--- src/rtl/ntm_pkg.sv ---
// shared types, widths and constants for the nearest track time match block
// no dependencies; every other file in rtl depends on this package
package ntm_pkg;

  localparam int MaxEntries = 256;
  localparam int SlotW      = (MaxEntries > 1) ? $clog2(MaxEntries) : 1;
  localparam int CountW     = $clog2(MaxEntries + 1);

  localparam int CmdW    = 2;
  localparam int EtaW    = 14;
  localparam int PhiW    = 13;
  localparam int TimeW   = 16;
  localparam int ResW    = 16;
  localparam int IndexW  = 8;
  localparam int MaxDistW = 28;
  localparam int CfgW    = 28;
  localparam int CfgIdxW = 1;

  // eta difference, squared terms and their sum
  localparam int DeW   = EtaW + 1;
  localparam int De2W  = 2 * DeW - 1;
  localparam int Dp2W  = 2 * PhiW - 2;
  localparam int D2W   = De2W;

  localparam logic signed [PhiW+1:0] PhiPi    = 15'sd3217;
  localparam logic signed [PhiW+1:0] PhiTwoPi = 15'sd6434;

  localparam logic [CmdW-1:0] CMD_CLEAR = 2'd0;
  localparam logic [CmdW-1:0] CMD_LOAD  = 2'd1;
  localparam logic [CmdW-1:0] CMD_QUERY = 2'd2;

  localparam logic [CfgIdxW-1:0] CFG_MAX_DIST = 1'b0;
  localparam logic [CfgIdxW-1:0] CFG_DEF_RES  = 1'b1;

  localparam logic [MaxDistW-1:0] MaxDistReset = 28'd10485760;
  localparam logic [ResW-1:0]     DefResReset  = 16'd350;

  typedef enum logic [1:0] {
    ST_IDLE,
    ST_SCAN,
    ST_DRAIN,
    ST_DONE
  } state_t;

  typedef struct packed {
    logic signed [EtaW-1:0]  eta;
    logic signed [PhiW-1:0]  phi;
    logic signed [TimeW-1:0] tm;
    logic [ResW-1:0]         resol;
  } entry_t;

  // scan control from the sequencer to the distance unit
  typedef struct packed {
    logic             start;
    logic             eligible;
    logic [SlotW-1:0] slot;
  } match_ctl_t;

  typedef struct packed {
    logic                    busy;
    logic                    found;
    logic [SlotW-1:0]        slot;
    logic signed [TimeW-1:0] tm;
    logic [ResW-1:0]         resol;
  } match_res_t;

  // phi difference wrapped into [-pi, pi]; one step of 2 pi always suffices
  function automatic logic signed [PhiW-1:0] wrap_dphi(
    input logic signed [PhiW-1:0] a,
    input logic signed [PhiW-1:0] b
  );
    logic signed [PhiW+1:0] d;
    d = {{2{a[PhiW-1]}}, a} - {{2{b[PhiW-1]}}, b};
    if (d > PhiPi) begin
      d = d - PhiTwoPi;
    end else if (d < -PhiPi) begin
      d = d + PhiTwoPi;
    end
    return d[PhiW-1:0];
  endfunction

endpackage

--- src/rtl/ntm_cell.sv ---
// one table cell: holds a reference entry, loads it or takes its neighbor's
// depends on ntm_pkg for the entry type
module ntm_cell (
  input  logic           clk,
  input  logic           load,
  input  logic           shift,
  input  ntm_pkg::entry_t load_data,
  input  ntm_pkg::entry_t next_data,
  output ntm_pkg::entry_t q
);

  always_ff @(posedge clk) begin
    if (load) begin
      q <= load_data;
    end else if (shift) begin
      q <= next_data;
    end
  end

endmodule

--- config.mk ---
export PLATFORM = sky130hd
export DESIGN_NAME = ntm_cell
export DESIGN_NICKNAME = d
export VERILOG_FILES = /design/src/rtl/ntm_pkg.sv /design/src/rtl/ntm_cell.sv
export SDC_FILE = /design/constraint.sdc
export NUM_CORES = 1
export LEC_CHECK = 0
export BUFFER_PORTS_ARGS = -buffer_cell sky130_fd_sc_hd__buf_4
export CAP_MARGIN = 20
export CORE_MARGIN = 2
export CORE_UTILIZATION = 46
export CTS_CLUSTER_DIAMETER = 60
export DETAILED_ROUTE_END_ITERATION = 8
export PLACE_DENSITY = 0.86
export SLEW_MARGIN = 15
export SYNTH_ARGS = -nofsm -noshare
export SYNTH_HDL_FRONTEND = slang
export SYNTH_SLANG_ARGS = --single-unit
--- constraint.sdc ---
create_clock -name clk -period 4.4 [get_ports clk]
set_input_delay 0.66 -clock clk [delete_from_list [all_inputs] [get_ports clk]]
set_output_delay 0.66 -clock clk [all_outputs]
set_load 0.01 [all_outputs]
==> impl_metrics.csv <==
group,metric,value,unit
die,design.portCount,180,
synthesis,synth_top_flop_cell,"sky130_fd_sc_hd__edfxtp_1",
worst_setup_path,type_of_destination_of_the_critical_path,"flip-flop",
worst_setup_path,critical_path.startpoint_type,"input pin",
drt,antenna_violating_nets_post_route,0,
sta,final_max_slew_viol_count,0,
synthesis,synth_largest_area_cell,"sky130_fd_sc_hd__edfxtp_1",
drt,drt-total-wl,7.428,mm
die,die_y,81.95,um
sta,timing.final.ws_setup,2515,ps
final_layout,regMostFlops,"q",
final_layout,drive_above_1_share,80.38,%
sta,fin_crit_sh,42.83,%
drt,routed_via_density,4.724,
die,num_rows,28,
sta,grt_setup_unrepaired,"no",
synthesis,synthesis.area,2795,sq um
run_status,status,"completed",
sta,min_period,1885,ps
synthesis,syn_area_per_cell,22.18,sq um
die,floorplan.core_area,5886,sq um
flow_run,drv.max_cap_violation_count,0,
final_layout,layout.cells.non_filler,391,
clocking,cts.htree.levels,3,
worst_setup_path,timing.critical_path.cells,"buf_4, buf_4, mux2_4",
sta,sum_of_negative_setup_slack,0,ps
clocking,cts_clock_pin_slew_for_the_worst_setup_and_hold_paths,70,ps
synthesis,synth_async_sr_flop_share,0,%
synthesis,synth.cells.most_frequent,"59 x sky130_fd_sc_hd__edfxtp_1, 59 x sky130_fd_sc_hd__mux2_4, 6 x sky130_fd_sc_hd__buf_12",
synthesis,syn-num-nets,247,
min_path,holdCritPathClass,"input pin to flip-flop",
global_route,first_global_vias,1858,
clocking,cts_resized,0,
global_route,global_route.overflow_total,0,
drt,route.detailed.drc,0,
final_layout,largestRegisters,"q x59",
place,io_buffer_count,179,
clocking,cts_tree,"yes",
sta,fin_worst_hold_slack,633.2,ps
die,fp.dieArea,6716,sq um
clocking,cts_sinks,59,
synthesis,synth_seq_area_share,63.38,%
drt,drt_pass1_iterations,4,
place,global_placement_routability_congestion,0.7598,
final_layout,fin_util,72.66,%
power_and_ir_drop,power.leakage,2.034,nW
final_layout,num-nets-final,432,
worst_setup_path,crit_fanout,59,
power_and_ir_drop,p_per_area,333.8,nW/um^2
clocking,hold_buffers,0,
final_layout,antenna_cells_inserted,0,
final_layout,syn_to_final_growth,53.00,%
synthesis,synth-edff-count,59,
synthesis,synthTopCellsByArea,"sky130_fd_sc_hd__edfxtp_1 63%, sky130_fd_sc_hd__mux2_4 32%, sky130_fd_sc_hd__buf_12 4.3%",
min_path,holdPathStages,2,
worst_setup_path,timing.critical_path.slowest_cell_delay,790,ps
clocking,ctsRootBufferMaster,"sky130_fd_sc_hd__clkbuf_8",
worst_setup_path,critPathMostFrequentCell,"sky130_fd_sc_hd__buf_4",
drt,dr_total_vias,1847,
drt,drt_first_iter_violations,161,
clocking,post_cts.repair.setup_buffers,0,
clocking,cts_buffers,9,
global_route,grt_antenna_before_repair,0,
synthesis,yosys_register_bits,59,
synthesis,yosys_warnings,0,
global_route,grt_max_degree,60,
synthesis,synth_largest_type_area_fraction,63.38,%
die,dieWidth,81.95,um
die,initial_utilization,47.49,%
clocking,cts-root-to-sink-buffers,2,
sta,setup_violations,0,
worst_setup_path,critical_path_buf_inv_count,2,
power_and_ir_drop,totalPowerFinal,1.428,mW
synthesis,netlist_instances,126,
power_and_ir_drop,max-vdd-ir-drop,0.1912,mV
global_route,grt.total_usage,21.52,%
place,detailed_place.area,4116,sq um
final_layout,largest_register_ffs,59,
sta,max_freq,0.5306,GHz
worst_setup_path,endpoint_required_time_on_the_critical_path,4470,ps
worst_setup_path,critical_path_depth,3,
worst_setup_path,cp_slowest_cell,"sky130_fd_sc_hd__buf_4",
worst_setup_path,path_class,"input pin to flip-flop",
sta,max_slew_margin,28.54,%
place,place_inst,375,
worst_setup_path,critical-path-top-delay-family,"buffers and inverters",
place,pre_cts_slack,2202,ps
global_route,grt_first_pass_wirelength,9.942,mm
worst_setup_path,worst-endpoint-arrival,1950,ps
synthesis,synth_cell_types,5,
final_layout,finish.instance_area,4277,sq um
sta,worst_slew_pin_slew,1072,ps
sta,hold_viol,0,
drt,drt-wirelength-per-cell,19.00,um
==> final timing paths <==
check / start / endpoint / slack [ps]
setup / recovery: load / q[23]$_DFFE_PP_ / 2520
hold / removal: load_data[53] / q[53]$_DFFE_PP_ / 630
==> final cells by class <==
class                   count  area (sq um)
flip-flops and latches     59          1772
well taps                  75         93.84
multi-input cells          60         892.1
fillers                   385          1609
clock inverters             6         32.53
repair buffers            181          1359
clock buffers              10         127.6
==> routing by layer <==
metal  GRT usage (%)  share of wire, %  vias up
li1                -                 -      864
met1           23.44                35      870
met2           37.15                55       99
met3           5.934               7.8       14
met4           13.00               2.5        0
met5               0                 0        -
==> report_power, final <==
group	internal, mW	switching [mW]	total [mW]
Combinational	0.203	0.113	0.316
Clock	0.198	0.204	0.403
Sequential	0.691	0.0184	0.709
==> kinds of logic after synthesis <==
family	Yosys count	share of synthesized area, %
mux	59	31.69
flops	59	63.38
buf+inv	7	4.700
simple gates	1	0.2240
==> cell usage in the layout (no fill, tap or decap), drive strengths merged <==
cell and instances:
clkbuf 10, or2 1, buf 181, edfxtp 59
mux2 59, clkinv 4, clkinvlp 2
No activity file was read; power rests on OpenSTA's default activity.
