**src/rtl/ntm_pkg.sv**
```systemverilog
// shared types, widths and constants for the nearest track time match block
// no dependencies; every other file in rtl depends on this package
package ntm_pkg;

  localparam int MaxEntries = 256;
  localparam int SlotW      = (MaxEntries > 1) ? $clog2(MaxEntries) : 1;
  localparam int CountW     = $clog2(MaxEntries + 1);

  localparam int CmdW    = 2;
  localparam int EtaW    = 14;
  localparam int PhiW    = 13;
  localparam int TimeW   = 16;
  localparam int ResW    = 16;
  localparam int IndexW  = 8;
  localparam int MaxDistW = 28;
  localparam int CfgW    = 28;
  localparam int CfgIdxW = 1;

  // eta difference, squared terms and their sum
  localparam int DeW   = EtaW + 1;
  localparam int De2W  = 2 * DeW - 1;
  localparam int Dp2W  = 2 * PhiW - 2;
  localparam int D2W   = De2W;

  localparam logic signed [PhiW+1:0] PhiPi    = 15'sd3217;
  localparam logic signed [PhiW+1:0] PhiTwoPi = 15'sd6434;

  localparam logic [CmdW-1:0] CMD_CLEAR = 2'd0;
  localparam logic [CmdW-1:0] CMD_LOAD  = 2'd1;
  localparam logic [CmdW-1:0] CMD_QUERY = 2'd2;

  localparam logic [CfgIdxW-1:0] CFG_MAX_DIST = 1'b0;
  localparam logic [CfgIdxW-1:0] CFG_DEF_RES  = 1'b1;

  localparam logic [MaxDistW-1:0] MaxDistReset = 28'd10485760;
  localparam logic [ResW-1:0]     DefResReset  = 16'd350;

  typedef enum logic [1:0] {
    ST_IDLE,
    ST_SCAN,
    ST_DRAIN,
    ST_DONE
  } state_t;

  typedef struct packed {
    logic signed [EtaW-1:0]  eta;
    logic signed [PhiW-1:0]  phi;
    logic signed [TimeW-1:0] tm;
    logic [ResW-1:0]         resol;
  } entry_t;

  // scan control from the sequencer to the distance unit
  typedef struct packed {
    logic             start;
    logic             eligible;
    logic [SlotW-1:0] slot;
  } match_ctl_t;

  typedef struct packed {
    logic                    busy;
    logic                    found;
    logic [SlotW-1:0]        slot;
    logic signed [TimeW-1:0] tm;
    logic [ResW-1:0]         resol;
  } match_res_t;

  // phi difference wrapped into [-pi, pi]; one step of 2 pi always suffices
  function automatic logic signed [PhiW-1:0] wrap_dphi(
    input logic signed [PhiW-1:0] a,
    input logic signed [PhiW-1:0] b
  );
    logic signed [PhiW+1:0] d;
    d = {{2{a[PhiW-1]}}, a} - {{2{b[PhiW-1]}}, b};
    if (d > PhiPi) begin
      d = d - PhiTwoPi;
    end else if (d < -PhiPi) begin
      d = d + PhiTwoPi;
    end
    return d[PhiW-1:0];
  endfunction

endpackage

```
**src/rtl/ntm_match.sv**
```systemverilog
// distance unit at the head of the cell ring: difference, squares, running min
// depends on ntm_pkg for widths, types and the phi wrap function
module ntm_match (
  input  logic                         clk,
  input  logic                         rst,
  input  ntm_pkg::match_ctl_t          ctl,
  input  logic signed [ntm_pkg::EtaW-1:0] query_eta,
  input  logic signed [ntm_pkg::PhiW-1:0] query_phi,
  input  logic [ntm_pkg::MaxDistW-1:0] max_dist,
  input  ntm_pkg::entry_t              head,
  output ntm_pkg::match_res_t          res
);
  import ntm_pkg::*;

  logic signed [EtaW-1:0]  q_eta;
  logic signed [PhiW-1:0]  q_phi;

  // stage 1: differences
  logic                    s1_vld;
  logic signed [DeW-1:0]   s1_de;
  logic signed [PhiW-1:0]  s1_dp;
  logic [SlotW-1:0]        s1_slot;
  logic signed [TimeW-1:0] s1_tm;
  logic [ResW-1:0]         s1_res;

  // stage 2: squares
  logic                    s2_vld;
  logic [De2W-1:0]         s2_de2;
  logic [Dp2W-1:0]         s2_dp2;
  logic [SlotW-1:0]        s2_slot;
  logic signed [TimeW-1:0] s2_tm;
  logic [ResW-1:0]         s2_res;

  // running best
  logic [D2W-1:0]          best_d2;
  logic                    best_found;
  logic [SlotW-1:0]        best_slot;
  logic signed [TimeW-1:0] best_tm;
  logic [ResW-1:0]         best_res;

  logic signed [2*DeW-1:0]  de_sq;
  logic signed [2*PhiW-1:0] dp_sq;
  logic [D2W-1:0]           d2;

  always_comb begin
    de_sq = s1_de * s1_de;
    dp_sq = s1_dp * s1_dp;
    d2    = s2_de2 + D2W'(s2_dp2);
  end

  always_ff @(posedge clk) begin
    if (rst) begin
      s1_vld     <= 1'b0;
      s2_vld     <= 1'b0;
      best_found <= 1'b0;
    end else begin
      s1_vld <= ctl.eligible;
      s2_vld <= s1_vld;
      if (ctl.start) begin
        best_found <= 1'b0;
      end else if (s2_vld && (d2 < best_d2)) begin
        best_found <= 1'b1;
      end
    end
  end

  always_ff @(posedge clk) begin
    if (ctl.start) begin
      q_eta <= query_eta;
      q_phi <= query_phi;
    end
    s1_de   <= {q_eta[EtaW-1], q_eta} - {head.eta[EtaW-1], head.eta};
    s1_dp   <= wrap_dphi(q_phi, head.phi);
    s1_slot <= ctl.slot;
    s1_tm   <= head.tm;
    s1_res  <= head.resol;

    s2_de2  <= de_sq[De2W-1:0];
    s2_dp2  <= dp_sq[Dp2W-1:0];
    s2_slot <= s1_slot;
    s2_tm   <= s1_tm;
    s2_res  <= s1_res;

    // strict compare keeps the earliest slot on ties
    if (ctl.start) begin
      best_d2   <= D2W'(max_dist);
      best_slot <= '0;
    end else if (s2_vld && (d2 < best_d2)) begin
      best_d2   <= d2;
      best_slot <= s2_slot;
      best_tm   <= s2_tm;
      best_res  <= s2_res;
    end
  end

  assign res.busy  = s1_vld | s2_vld;
  assign res.found = best_found;
  assign res.slot  = best_slot;
  assign res.tm    = best_tm;
  assign res.resol = best_res;

endmodule

```
**config.mk**
```make
export PLATFORM = sky130hd
export DESIGN_NAME = ntm_match
export DESIGN_NICKNAME = d
export VERILOG_FILES = /design/src/rtl/ntm_pkg.sv /design/src/rtl/ntm_match.sv
export SDC_FILE = /design/constraint.sdc
export NUM_CORES = 1
export LEC_CHECK = 0
export ABC_AREA = 1
export ABC_CLOCK_PERIOD_IN_PS = 15100
export BUFFER_PORTS_ARGS = -buffer_cell sky130_fd_sc_hd__buf_2
export CORE_MARGIN = 2
export CORE_UTILIZATION = 45
export DETAILED_ROUTE_END_ITERATION = 6
export GPL_ROUTABILITY_DRIVEN = 1
export SLEW_MARGIN = 20
export SYNTH_ARGS = -nofsm -noshare
export SYNTH_HDL_FRONTEND = slang
export SYNTH_SLANG_ARGS = --single-unit
```
**constraint.sdc**
```tcl
create_clock -name clk -period 15.1 [get_ports clk]
set_input_delay 3.02 -clock clk [delete_from_list [all_inputs] [get_ports clk]]
set_output_delay 3.02 -clock clk [all_outputs]
set_load 0.01 [all_outputs]
```
==> results of run 1 <==
[routing by layer]
layer / track usage / vias up / routed length (µm)
li1: - / 8362 / -
met1: 0.263 / 8001 / 23600
met2: 0.332 / 452 / 23700
met3: 0.0285 / 80 / 3060
met4: 0.0421 / 4 / 1190
met5: 0 / - / 32
[cell usage in the layout (no fill, tap or decap), types with 3 or more instances in the layout]
master,n
nand2_1,542
nor2_1,90
inv_6,5
a21o_1,7
o21ai_1,7
a211oi_1,4
o21ai_0,61
or2_2,5
clkbuf_16,29
o21bai_1,13
buf_4,3
nand3_2,8
nand4_1,13
dfxtp_1,171
clkinv_4,4
inv_1,686
o31ai_1,4
xnor2_1,43
bufinv_16,4
buf_2,167
fa_1,330
o211ai_1,5
nor4_1,4
xor2_1,68
and2_1,4
a31oi_1,4
edfxtp_1,87
nor3_1,11
nand2_2,17
ha_1,228
inv_2,9
nand2_4,3
a21oi_1,106
nand3_1,69
a21boi_0,3
o21a_1,4
[stage by stage]
step	utilization	worst slack (ps)	cells	hold slack (ps)	instance area (µm²)
floorplan	-	9320	2676	310	23800
global placement	0.483	8970	3485	310	25300
detailed placement	0.483	8870	3485	313	25300
CTS	0.503	8850	3537	328	26400
global route	0.503	8500	3538	331	26400
finish	0.503	8850	3538	325	26400
[final cells by class]
class,count,area share
Clock buffer,32,0.0283
Tap cell,688,0.0326
Timing Repair Buffer,171,0.0333
Inverter,697,0.0993
Multi-Input combinational cell,1672,0.567
Sequential cell,258,0.229
Clock inverter,20,0.0104
[cell families after synthesis]
group	Yosys count	share of synthesized area
AO/OA/AOI/OAI	227	0.0538
buffers and inverters	746	0.118
adder cells (fa/ha/maj)	558	0.397
XOR/XNOR	113	0.0422
flip-flops	258	0.254
AND/OR/NAND/NOR	774	0.135
[how the worst max path moves through the flow]
stage / endpoint / slack [ps] / cells after the start
floorplan: s2_de2[25]$_DFF_P_ / 9320 / 24
global placement: s2_de2[25]$_DFF_P_ / 8970 / 22
detailed placement: s2_de2[25]$_DFF_P_ / 8870 / 22
finish: s2_de2[25]$_DFF_P_ / 8850 / 22
global route: s2_de2[25]$_DFF_P_ / 8500 / 22
CTS: s2_de2[25]$_DFF_P_ / 8850 / 22
[flip-flops by register name (all words and copies together) (netlist names)]
signal / count
best_d2: 29
q_phi: 13
best_tm: 16
s2_de2: 28
best_slot: 8
s2_slot: 8
s2_tm: 16
s2_dp2: 23
best_found: 1
q_eta: 14
s1_slot: 8
s1_de: 15
s2_vld: 1
s1_res: 16
s1_vld: 1
best_res: 16
s2_res: 16
s1_dp: 13
s1_tm: 16
==> flow_summary.ini, run 1 <==
[outcome]
status = completed

[critical_path]
path_max_fanout = 16
cp_top_family = adder cells
r2r_start = s1_de[3]$_DFF_P_
critPathLaunch = s1_de[3]$_DFF_P_
worst_setup_path_start_kind = flip-flop
worst_path_largest_cell_delay_ps = 800
required_ps = 15560
crit_chain = nand2_1 > fa_1 > inv_1 > fa_1 > inv_1 > fa_1 > inv_1 > fa_1 > fa_1 > inv_1 > fa_1 > inv_1 > ha_1 > nand2_1 > nor2_1 > and2_1 > nand4_1 > nand3_1 > nand3_1 > nand2_1 > a31oi_1 > xor2_1
rrSetupSlack_ps = 8850
cp.arrival_ps = 6710
slowest_stage = dfxtp_1
rr_worst_depth = 22
r2r-end = s2_de2[25]$_DFF_P_
timing_worst_setup_path_type = flip-flop to flip-flop
crit_buf_inv = 5
end_kind = flip-flop
crit_top_cell = fa_1

[synthesis]
ys_async_sr_fraction = 0
yosysSeqAreaShare = 0.254
syn_inst = 2676
ys_warn_count = 0
synth_largest_area_cell = fa_1
ys_ff_latch = 258
synth_area_mm2 = 0.0238
synth_top_area_share = 0.277
postSynthAreaPerCell_um2 = 8.90
synth_nets = 3360
ys.flop_type = dfxtp_1
synthTopCellsByArea = fa_1 (28%), dfxtp_1 (14%), ha_1 (12%), edfxtp_1 (11%), inv_1 (11%)
yosysMostFrequentCell = inv_1
synth_cell_types = 49
synth_edf_count = 87
ys_top_cells_by_count = inv_1 (687), nand2_1 (542), fa_1 (330)

[sta]
finalClockSkew_ps = 18.6
final.period_utilization = 0.414
tightest_slew_ps = 1030
finalSetupViolCount = 0
maxSlewViolCount = 0
rsz0062_at_grt = false
finalCriticalPeriod_ps = 6250
fin_tns_setup_ps = 0
finalHoldViolCount = 0
slew_headroom = 0.306
max_clock_freq_mhz = 160

[clocking]
tritoncts = done
cts_root_buf = clkbuf_16
cts_hold_buf = 0
clk_pin_slew_ps = 60
cts-buffers-inserted = 28
cts_sinks = 258
clk-insertion-delay-late_ps = 580
postCtsResizedCells = 0
htreeDepth = 1
postCtsSetupRepairBufs = 0
clock_path_buffers = 3

[final_layout]
diodes = 0
num-fill-cells = 4910
seqCellArea_mm2 = 0.00604
multi_input_area_mm2 = 0.0150
drive_gt1_frac = 0.0965
syn2layout_area_growth_pct = 10.8
fin_nets = 3512

[placed_design]
gp_congestion = 0.880
dp_hpwl_um = 43200
io_buffers = 167

[die]
dieHeight_um = 234
io_pins = 168
initial_utilization = 0.454
rows = 84
core_mm2 = 0.0524
die-width_um = 234
dieArea_mm2 = 0.0548

[detailed_routing]
vias_per_cell = 4.78
routedWlPerCell_um = 14.6
drc = 0
drt_iter0_drc = 842
drtPass1Iterations = 5
postRouteAntennaNets = 0
vias = 16899
drt-total-wl_um = 51600

[global_routing]
grt.total_usage = 0.195
antenna_found_initial = 2
grt_pass1_wl_um = 86200
grt.overflow.total = 0
grt_pass1_vias = 17780
grt_max_degree = 57

[worst_hold_path]
holdPathEnd = s2_res[3]$_DFF_P_
hold_depth = 0
holdCritPathClass = flip-flop to flip-flop
hp-start = s1_res[3]$_DFF_P_

[flow_run]
cap_violations = 0
Power of run 1 is left out: the tool's default activity adds up to more than one toggle a clock period on the data nets, which glitch-free logic cannot reach.
==> run 2: changes to the inputs <==
--- a/config.mk
+++ b/config.mk
@@ -6,7 +6,7 @@
 export NUM_CORES = 1
 export LEC_CHECK = 0
 export ABC_AREA = 1
-export ABC_CLOCK_PERIOD_IN_PS = 15100
+export ABC_CLOCK_PERIOD_IN_PS = 5700
 export BUFFER_PORTS_ARGS = -buffer_cell sky130_fd_sc_hd__buf_2
 export CORE_MARGIN = 2
 export CORE_UTILIZATION = 45
==> constraint.sdc (replaced) <==
create_clock -name clk -period 5.7 [get_ports clk]
set_input_delay 1.14 -clock clk [delete_from_list [all_inputs] [get_ports clk]]
set_output_delay 1.14 -clock clk [all_outputs]
set_load 0.01 [all_outputs]
==> run 2 against run 1 <==
First-iteration DRC count decreased by 3.9%; via count increased by 1.3%; worst setup slack got worse by 8600 ps; highest routed layer unchanged; non-clock buffer count increased by 70; critical path depth unchanged; count of clock-buffer cells in the layout decreased by 1; die area unchanged; critical endpoint unchanged; wire length increased by 2.0%; register-to-register slack got worse by 8600 ps; critical path type unchanged; clock skew decreased by 0.55 ps.
==> flow_summary.ini, run 2 (synthesis gave the netlist of run 1 again) <==
[outcome]
status = completed

[detailed_routing]
met3WireLength_um = 2670
drt-total-wl_um = 52600
highest_layer = met5
drt_iter0_drc = 809
postRouteAntennaNets = 0
vias_per_cell = 4.74
drtPass1Iterations = 5
vias = 17112
drc = 0
routedWlPerCell_um = 14.6
wl_met2_um = 24400
wl_met1_um = 24300

[sta]
finalCriticalPeriod_ps = 5460
layout_setup_ws_ps = 240
max_clock_freq_mhz = 183
finalSetupViolCount = 0
finalHoldViolCount = 0
rsz0062_at_grt = true
slew_headroom = 0.309
fin_tns_setup_ps = 0
maxSlewViolCount = 0
tightest_slew_ps = 1030
finalClockSkew_ps = 18.0
final.period_utilization = 0.958

[placed_design]
pre_cts_ws_ps = -11.6
dp_hpwl_um = 44800
gp_congestion = 0.881
io_buffers = 167

[final_layout]
largest_register_ffs = 29
fin_nets = 3583
largestRegisters = best_d2 (29), s2_de2 (28), s2_dp2 (23)
multi_input_area_mm2 = 0.0150
final_common_cell = inv_1
syn2layout_area_growth_pct = 13.2
regMostFlops = best_d2
drive_gt1_frac = 0.128
seqCellArea_mm2 = 0.00606
num-fill-cells = 4888
layout_common_cells = inv_1 (686), nand2_1 (540), fa_1 (328)

[die]
rows = 84
io_pins = 168
core_mm2 = 0.0524
die-width_um = 234
dieArea_mm2 = 0.0548
initial_utilization = 0.454
dieHeight_um = 234

[critical_path]
slowest_stage = fa_1
timing_worst_setup_path_type = flip-flop to flip-flop
end_kind = flip-flop
path_max_fanout = 10
cp.arrival_ps = 5970
worst_setup_path_start_kind = flip-flop
r2r_start = s1_de[14]$_DFF_P_
rr_worst_depth = 22
required_ps = 6210
crit_top_cell = fa_1
r2r-end = s2_de2[25]$_DFF_P_
rrSetupSlack_ps = 240
worst_path_largest_cell_delay_ps = 510
crit_chain = buf_2 > inv_2 > nor2_1 > fa_1 > inv_1 > fa_1 > inv_1 > fa_1 > fa_1 > fa_1 > inv_1 > fa_1 > inv_1 > ha_1 > a21oi_1 > o21ai_0 > a21oi_1 > nand3_2 > nand3_1 > nand2_2 > a31oi_1 > xor2_1

[clocking]
clock_path_buffers = 3
htreeDepth = 1
cts_sinks = 258
cts_root_buf = clkbuf_16
clk-insertion-delay-late_ps = 580
cts-buffers-inserted = 29
tritoncts = done
cts_hold_buf = 0
clk_pin_slew_ps = 60

[worst_hold_path]
holdPathEnd = s2_tm[11]$_DFF_P_
hold_depth = 0
hp-start = s1_tm[11]$_DFF_P_
holdCritPathClass = flip-flop to flip-flop

[flow_run]
cap_violations = 0

[global_routing]
grt_max_degree = 63
grt.overflow.total = 0
grt_pass1_wl_um = 86700
grt_pass1_vias = 17932
antenna_found_initial = 3
grt.total_usage = 0.196
==> run 2: changes by cell type in the layout (fill, tap and decap cells not counted), sizes merged <==
cell | before | now
inv | 704 | 701
bufinv | 4 | 3
clkinv | 8 | 13
clkinvlp | 1 | 3
buf | 171 | 241
diode | 0 | 2
clkbuf | 32 | 31
==> run 2: final cells by class <==
type / instances / share of cell area
timing repair buffer: 241 / 0.0524
inverter: 697 / 0.0972
clock inverter: 23 / 0.00845
multi-input combinational: 1672 / 0.557
tap: 688 / 0.0320
antenna: 2 / 0.000186
sequential: 258 / 0.225
clock buffer: 31 / 0.0272
==> run 2: what timing repair did <==
| action | in CTS | in global routing |
|---|---|---|
| setup buffers | 0 | 1 |
| endpoints found under the setup margin | 1 | 21 |
| resized for setup | 1 | 41 |
| pin swaps | 0 | 2 |
==> run 2: worst max-delay path: cells and delay by family, from the launching register on <==
kind / cells / cell delay [ps]
AO/OA/AOI/OAI: 4 / 700
AND/OR/NAND/NOR: 4 / 370
XOR/XNOR: 1 / 170
flip-flops: 1 / 370
adder cells (fa/ha/maj): 7 / 3210
buffers and inverters: 6 / 580
==> run 2: through the flow <==
stage / util / hold WS, ps / instance area, µm² / instances
after floorplan: - / 310 / 23800 / 2676
after global placement: 0.493 / 311 / 25900 / 3555
after detailed placement: 0.493 / 312 / 25900 / 3555
after CTS: 0.512 / 327 / 26800 / 3609
after global routing: 0.514 / 328 / 26900 / 3611
final: 0.514 / 323 / 26900 / 3612
==> run 2: how the worst max path moves through the flow <==
stage | start | end | slack [ps] | cells after the start
floorplan | s1_de[0]$_DFF_P_ | s2_de2[25]$_DFF_P_ | 20 | 24
global placement | s1_de[7]$_DFF_P_ | s2_de2[24]$_DFF_P_ | 40 | 25
detailed placement | s1_de[7]$_DFF_P_ | s2_de2[28]$_DFF_P_ | -10 | 18
CTS | s1_de[14]$_DFF_P_ | s2_de2[25]$_DFF_P_ | 8 | 23
global route | s1_de[14]$_DFF_P_ | s2_de2[25]$_DFF_P_ | -20 | 22
finish | s1_de[14]$_DFF_P_ | s2_de2[25]$_DFF_P_ | 240 | 22
==> run 2: routing by layer <==
| metal | global-route usage | up-vias |
|---|---|---|
| li1 | - | 8509 |
| met1 | 0.261 | 8113 |
| met2 | 0.336 | 418 |
| met3 | 0.0280 | 70 |
| met4 | 0.0463 | 2 |
| met5 | 0 | - |
Power of run 2 is left out for the same reason.
